$ cat config.mk
export PLATFORM = sky130hd
export DESIGN_NAME = subtitle_alpha_blend_yuv
export DESIGN_NICKNAME = d
export VERILOG_FILES = /design/src/hdl/sabyuv_pkg.sv /design/src/hdl/sabyuv_alpha.sv /design/src/hdl/sabyuv_lane.sv /design/src/hdl/subtitle_alpha_blend_yuv.sv
export SDC_FILE = /design/constraint.sdc
export NUM_CORES = 2
export LEC_CHECK = 0
export ABC_CLOCK_PERIOD_IN_PS = 12650
export BUFFER_PORTS_ARGS = -buffer_cell sky130_fd_sc_hd__clkbuf_2
export CAP_MARGIN = 20
export CORE_MARGIN = 3
export CORE_UTILIZATION = 35
export CTS_CLUSTER_SIZE = 40
export DETAILED_ROUTE_END_ITERATION = 6
export PLACE_DENSITY_LB_ADDON = 0.12
export REMOVE_ABC_BUFFERS = 1
export SLEW_MARGIN = 15
export SYNTH_ARGS = -nofsm -noshare
export SYNTH_HDL_FRONTEND = slang
export SYNTH_HIERARCHICAL = 1
export SYNTH_SLANG_ARGS = --single-unit
export TNS_END_PERCENT = 1
$ cat constraint.sdc
create_clock -name clk -period 12.65 [get_ports clk]
set_clock_uncertainty 0.05 [all_clocks]
set_input_delay 2.53 -clock clk [delete_from_list [all_inputs] [get_ports clk]]
set_output_delay 2.53 -clock clk [all_outputs]
set_load 0.05 [all_outputs]
$ cat src/hdl/sabyuv_pkg.sv
// Types and constants of the subtitle alpha blender.
`default_nettype none

package sabyuv_pkg;

	// configuration register indexes
	localparam int unsigned CFG_INDEX_W = 2;
	localparam int unsigned CFG_DATA_W  = 4;
	localparam logic [CFG_INDEX_W-1:0] REG_HORIZ_SUB = 2'd0;
	localparam logic [CFG_INDEX_W-1:0] REG_VERT_SUB  = 2'd1;
	localparam logic [CFG_INDEX_W-1:0] REG_SHIFT     = 2'd2;

	// item kinds
	localparam logic KIND_LUMA   = 1'b0;
	localparam logic KIND_CHROMA = 1'b1;

	// blend constants
	localparam logic [7:0] ALPHA_FULL = 8'd255;
	localparam logic [7:0] ALPHA_NONE = 8'd0;

	typedef struct packed {
		logic        kind;
		logic [15:0] dst_first;
		logic [15:0] dst_second;
		logic [7:0]  sub_first;
		logic [7:0]  sub_second;
		logic [7:0]  alpha_here;
		logic [7:0]  alpha_right;
		logic [7:0]  alpha_below;
		logic [7:0]  alpha_diag;
		logic        has_right;
		logic        has_below;
	} in_item_t;

	typedef struct packed {
		logic [15:0] out_first;
		logic [15:0] out_second;
	} out_item_t;

	typedef struct packed {
		logic       horiz_subsampled;
		logic       vert_subsampled;
		logic [3:0] extra_shift;
	} cfg_regs_t;

endpackage

`default_nettype wire

$ cat src/hdl/sabyuv_alpha.sv
// Chroma alpha averaging over the subtitle alpha neighborhood.
`default_nettype none

module sabyuv_alpha
	import sabyuv_pkg::*;
(
	input  var in_item_t  item,
	input  var cfg_regs_t cfg,
	output logic [7:0]    alpha_chroma
);

	logic [9:0] sum_quad;
	logic [8:0] sum_right;
	logic [8:0] sum_below;
	logic [7:0] alpha_h;
	logic [7:0] alpha_v;
	logic [8:0] sum_hv;
	logic       use_right;
	logic       use_below;

	// average over the four positions, or over the horizontal and vertical pairs, or pass alpha_here when unsubsampled
	always_comb begin
		use_right = cfg.horiz_subsampled & item.has_right;
		use_below = cfg.vert_subsampled & item.has_below;
		sum_quad  = 10'(item.alpha_here) + 10'(item.alpha_right)
			+ 10'(item.alpha_below) + 10'(item.alpha_diag);
		sum_right = 9'(item.alpha_here) + 9'(item.alpha_right);
		sum_below = 9'(item.alpha_here) + 9'(item.alpha_below);
		alpha_h   = use_right ? sum_right[8:1] : item.alpha_here;
		alpha_v   = use_below ? sum_below[8:1] : item.alpha_here;
		sum_hv    = 9'(alpha_h) + 9'(alpha_v);
		if (use_right && use_below) begin
			alpha_chroma = sum_quad[9:2];
		end else if (cfg.horiz_subsampled || cfg.vert_subsampled) begin
			alpha_chroma = sum_hv[8:1];
		end else begin
			alpha_chroma = item.alpha_here;
		end
	end

endmodule

`default_nettype wire

$ cat src/hdl/sabyuv_lane.sv
// One blend lane: products in one stage, rounding divide by 255 after it.
`default_nettype none

module sabyuv_lane
	import sabyuv_pkg::*;
#(
	parameter int unsigned MAX_SAMPLE_BITS = 16
) (
	input  wire         clk,
	input  wire  [15:0] dst,
	input  wire  [7:0]  sub,
	input  wire  [7:0]  alpha,
	input  wire  [3:0]  shift,
	output logic [15:0] blended
);

	localparam logic [15:0] SAMPLE_MASK = 16'((32'd1 << MAX_SAMPLE_BITS) - 32'd1);

	logic [15:0] src;
	logic [23:0] prod_keep_s2;
	logic [23:0] prod_sub_s2;
	logic [15:0] dst_s2;
	logic [15:0] src_s2;
	logic        zero_s2;
	logic        full_s2;
	logic [24:0] mix_sum;
	logic [25:0] mix_round;
	logic [33:0] mix_scaled;
	logic [15:0] mix;

	assign src = 16'({8'd0, sub} << shift);

	// register both weighted products
	always_ff @(posedge clk) begin
		prod_keep_s2 <= dst * 24'(ALPHA_FULL - alpha);
		prod_sub_s2  <= src * 24'(alpha);
		dst_s2       <= dst;
		src_s2       <= src;
		zero_s2      <= (alpha == ALPHA_NONE);
		full_s2      <= (alpha == ALPHA_FULL);
	end

	// divide by 255 as (x+128)*257>>16, then pick the end cases
	always_comb begin
		mix_sum    = 25'(prod_keep_s2) + 25'(prod_sub_s2);
		mix_round  = 26'(mix_sum) + 26'd128;
		mix_scaled = {mix_round, 8'd0} + 34'(mix_round);
		mix        = mix_scaled[31:16];
		if (zero_s2) begin
			blended = dst_s2 & SAMPLE_MASK;
		end else if (full_s2) begin
			blended = src_s2 & SAMPLE_MASK;
		end else begin
			blended = mix & SAMPLE_MASK;
		end
	end

endmodule

`default_nettype wire

$ cat src/hdl/subtitle_alpha_blend_yuv.sv
// Subtitle overlay blender for planar YUV video: two blend lanes and a merge stage.
// Pipeline: the request is registered into s1, the lane products into s2, the merged result into s3.
// Throughput: one request per cycle; busy stays low, set by the two lanes
// running side by side through a three-stage pipeline.
// Reset clears the pipeline valids and sets horiz/vert subsampling to 1, shift to 0.
// The receiver cannot stall; each result is shown for one cycle only.
`default_nettype none

module subtitle_alpha_blend_yuv
	import sabyuv_pkg::*;
#(
	parameter int unsigned MAX_SAMPLE_BITS = 16
) (
	input  wire                    clk,
	input  wire                    arst_n,
	input  wire                    start,
	output logic                   busy,
	input  var in_item_t           item,
	output logic                   result_valid,
	output out_item_t              result,
	input  wire                    cfg_valid,
	output logic                   cfg_ready,
	input  wire  [CFG_INDEX_W-1:0] cfg_index,
	input  wire  [CFG_DATA_W-1:0]  cfg_data
);

	localparam logic [3:0] SHIFT_MAX = 4'(MAX_SAMPLE_BITS - 8);

	cfg_regs_t   cfg_q;
	logic [7:0]  alpha_chroma;
	logic [3:0]  shift_sat;
	logic        accept;

	logic        valid_s1;
	logic        kind_s1;
	logic [15:0] dst_first_s1;
	logic [15:0] dst_second_s1;
	logic [7:0]  sub_first_s1;
	logic [7:0]  sub_second_s1;
	logic [7:0]  alpha_first_s1;
	logic [7:0]  alpha_second_s1;
	logic [3:0]  shift_s1;

	logic        valid_s2;
	logic        kind_s2;
	logic [15:0] dst_second_s2;

	logic [15:0] lane_first;
	logic [15:0] lane_second;

	logic        valid_s3;
	out_item_t   result_s3;

	assign busy      = 1'b0;
	assign cfg_ready = 1'b1;
	assign accept    = start & ~busy;

	// hold configuration registers
	always_ff @(posedge clk or negedge arst_n) begin
		if (!arst_n) begin
			cfg_q.horiz_subsampled <= 1'b1;
			cfg_q.vert_subsampled  <= 1'b1;
			cfg_q.extra_shift      <= 4'd0;
		end else if (cfg_valid && cfg_ready) begin
			unique case (cfg_index)
				REG_HORIZ_SUB: cfg_q.horiz_subsampled <= cfg_data[0];
				REG_VERT_SUB:  cfg_q.vert_subsampled  <= cfg_data[0];
				REG_SHIFT:     cfg_q.extra_shift      <= cfg_data[3:0];
				default: ;
			endcase
		end
	end

	sabyuv_alpha u_alpha (
		.item         (item),
		.cfg          (cfg_q),
		.alpha_chroma (alpha_chroma)
	);

	assign shift_sat = (cfg_q.extra_shift > SHIFT_MAX) ? SHIFT_MAX : cfg_q.extra_shift;

	// advance valids through the pipeline
	always_ff @(posedge clk or negedge arst_n) begin
		if (!arst_n) begin
			valid_s1 <= 1'b0;
			valid_s2 <= 1'b0;
			valid_s3 <= 1'b0;
		end else begin
			valid_s1 <= accept;
			valid_s2 <= valid_s1;
			valid_s3 <= valid_s2;
		end
	end

	// capture the request with its lane alphas
	always_ff @(posedge clk) begin
		kind_s1         <= item.kind;
		dst_first_s1    <= item.dst_first;
		dst_second_s1   <= item.dst_second;
		sub_first_s1    <= item.sub_first;
		sub_second_s1   <= item.sub_second;
		alpha_first_s1  <= (item.kind == KIND_CHROMA) ? alpha_chroma : item.alpha_here;
		alpha_second_s1 <= alpha_chroma;
		shift_s1        <= shift_sat;
		kind_s2         <= kind_s1;
		dst_second_s2   <= dst_second_s1;
	end

	sabyuv_lane #(
		.MAX_SAMPLE_BITS (MAX_SAMPLE_BITS)
	) u_lane_first (
		.clk     (clk),
		.dst     (dst_first_s1),
		.sub     (sub_first_s1),
		.alpha   (alpha_first_s1),
		.shift   (shift_s1),
		.blended (lane_first)
	);

	sabyuv_lane #(
		.MAX_SAMPLE_BITS (MAX_SAMPLE_BITS)
	) u_lane_second (
		.clk     (clk),
		.dst     (dst_second_s1),
		.sub     (sub_second_s1),
		.alpha   (alpha_second_s1),
		.shift   (shift_s1),
		.blended (lane_second)
	);

	// merge lanes; luma passes the second video sample through
	always_ff @(posedge clk) begin
		result_s3.out_first  <= lane_first;
		result_s3.out_second <= (kind_s2 == KIND_CHROMA) ? lane_second : dst_second_s2;
	end

	assign result_valid = valid_s3;
	assign result       = result_s3;

endmodule

`default_nettype wire

==> impl_results.md <==
- Max transition margin: 0.335
- Register area share after synthesis: 0.193
- Die X: 301 µm
- Via Count: 21900
- Commonest non-fill, non-tap cells in the layout: inv_1, fa_1, ha_1
- Worst r2r path cells: 21
- Starting Density: 0.356
- Input/output buffers: 125
- Register Area: 5870 µm²
- Core footprint: 85800 µm²
- Slew Limit Fails: 0
- Met3 wire length: 2.22 mm
- Yosys Warn Count: 6
- DRT met1 WL: 35.6 mm
- Critical R2R Capture: u_lane_first/prod_sub_s2[22]
- GPL Wtd Cong: 0.835
- Layout cells sized above 1: 0.0929
- Final setup fails: 0
- CTS H-tree lvls: 2
- Hold Fails Final Rpt: 0
- Fin crit share: 0.564
- Vias in the first global route: 23100
- Met2 WL post-DR: 38.9 mm
- # rows: 107
- Final-layout fill cell count: 8687
- Critical Path Start Type: flip-flop
- CP Data Required Time: 13.07 ns
- Hold Crit Start: kind_s1
- Post-route setup TNS: 0 ns
- Initial DRT Pass Iterations: 5
- CTS tree: built
- FF-to-FF Start: shift_s1[0]
- Clk root buf: clkbuf_16
- Post-synthesis async set-or-reset flop share: 0.0309
- Overflow left after global routing: 0
- Worst R2R Setup Slack: 5.51 ns
- Total Nets Final: 4198
- Via density: 4.79
- CTS buffer count: 40
- CTS sink cnt: 291
- CP Capture Point: u_lane_first/prod_sub_s2[22]
- Syn Inst Count: 3286
- CP endpoint kind: flip-flop
- Die height: 301 µm
- First-pass GRT wire length: 127 mm
- Tmin final: 7.14 ns
- Area grow syn2layout: 10.9%
- CTS Hold Bufs: 0
- Most common cell after layout, fill and taps aside: inv_1
- Multi-input logic area: 22200 µm²
- Residual DRC: 0
- Post-Route WL: 78.3 mm
- DR WL/cell: 17.1 µm
- Worst-margin pin slew: 0.997 ns
- Crit path DAT: 7.56 ns
- Largest net degree at the start of global routing: 37
- Yosys cell types: 108
- Final HPWL DP: 60.6 mm
- EDFF count, synth: 0
- Post_cts resized: 0
- Synth Register Bits: 291
- Die ar.: 90700 µm²
- Cell Area, Synth: 30500 µm²
- Initial drt markers: 883
- Critical Path Fanout Max: 20
- Post CTS Setup Buffer Count: 0
- CTS clk-pin slew, worst paths: 0.05 ns
- CP Class: flip-flop to flip-flop
- Top FF cell, synth: dfxtp_1
- Status: finished, final reports clean
- Max Root-Sink Buffers: 3
- # IOs: 128
- Hold Path Class: flip-flop to flip-flop
- Mean Syn Cell Area: 9.28 µm²
- Total Routing Usage GR: 0.177
- CP startpoint: shift_s1[0]
- Clk_lat worst skew: 0.58 ns
- Top sig layer: met4
- FMAX: 140 MHz
- Antenna Nets Post-Route: 0
- Max-cap check violation count: 0
- RSZ-0062 raised after global routing: no
- Initial antenna violation count: 0
worst max-delay path, cell delays in order (launching register included):
cell and delay, ns:
dfxtp_1 0.86, mux2i_1 0.27, nand2_1 0.12, o21ai_0 0.15
nor3_1 0.74, nand2_1 0.18, fa_1 0.53, fa_1 0.49
inv_1 0.05, fa_1 0.53, inv_1 0.05, fa_1 0.53
inv_1 0.04, ha_1 0.32, o21ai_0 0.33, nor2_1 0.07
a21oi_1 0.29, o21ai_1 0.17, o31a_1 0.31, a2111oi_0 0.54
nor2_1 0.15, o311ai_1 0.27
flip-flops by register name, summed over array words and instances, names as in the netlist, 6 cells and up:
signal,cells
u_lane_second/src_s2,16
u_lane_first/dst_s2,16
alpha_second_s1,8
u_lane_second/dst_s2,16
cfg_q,6
alpha_first_s1,8
u_lane_second/prod_sub_s2,24
dst_second_s1,16
sub_first_s1,8
u_lane_second/prod_keep_s2,24
dst_first_s1,16
dst_second_s2,16
u_lane_first/prod_sub_s2,24
u_lane_first/src_s2,16
u_lane_first/prod_keep_s2,24
result,32
sub_second_s1,8
worst min-delay path by stage:
| stage | to | slack (ns) | cells after the start |
|---|---|---|---|
| 2_1_floorplan | kind_s2 | 0.26 | 0 |
| 3_3_place_gp | kind_s2 | 0.26 | 0 |
| 3_5_place_dp | kind_s2 | 0.26 | 0 |
| 4_1_cts | kind_s2 | 0.27 | 0 |
| 5_1_grt | kind_s2 | 0.29 | 0 |
| 6_report | kind_s2 | 0.27 | 0 |
stage by stage:
stage	area, µm²	instances	worst slack [ns]	util	hold WS [ns]
3_3_place_gp	32400	4495	5.64	0.378	0.263
5_1_grt	33800	4568	4.94	0.394	0.286
2_1_floorplan	30100	3193	6.47	-	0.260
6_report	33800	4569	5.51	0.394	0.275
4_1_cts	33800	4567	5.51	0.394	0.275
3_5_place_dp	32400	4495	5.53	0.378	0.262
final cells by class:
class,count,area share
antenna,1,0.0000740
clock buffer,52,0.0330
clock inverter,20,0.00895
inverter,531,0.0589
multi-input combinational,2371,0.657
sequential,291,0.174
tap,1144,0.0423
timing repair buffer,159,0.0260
synthesized netlist by cell type, drive strengths merged (16+ instances only):
library cell | count | area share
fa | 359 | 0.24
inv | 529 | 0.065
and2 | 201 | 0.041
nor2 | 113 | 0.014
xor2 | 43 | 0.013
a21oi | 142 | 0.023
ha | 352 | 0.14
nand4 | 16 | 0.0035
nand3 | 32 | 0.0052
and3 | 26 | 0.0054
dfxtp | 282 | 0.19
nand2 | 148 | 0.018
xnor2 | 104 | 0.030
o21a | 31 | 0.0076
nor3 | 42 | 0.0069
mux2i | 16 | 0.0052
or3 | 16 | 0.0034
o211ai | 17 | 0.0043
mux2 | 45 | 0.018
o21bai | 21 | 0.0052
nand2b | 116 | 0.024
nor2b | 209 | 0.043
o21ai | 96 | 0.016
clkbuf | 79 | 0.0098
a211oi | 18 | 0.0049
a21o | 41 | 0.010
routing by layer:
layer	GRT usage	vias to the layer above
li1	-	10900
met1	0.229	10700
met2	0.313	230
met3	0.0221	83
met4	0.0408	0
met5	0	-
cells by family after synthesis:
logic type | synth area share
AO/OA/AOI/OAI | 0.106
XOR/XNOR | 0.0427
adder cells (fa/ha/maj) | 0.380
buffers and inverters | 0.0790
flip-flops | 0.193
multiplexers | 0.0231
other | 0.000246
AND/OR/NAND/NOR | 0.176
Power is left out: the tool's default activity adds up to more than one toggle a clock period on the data nets, which glitch-free logic cannot reach.
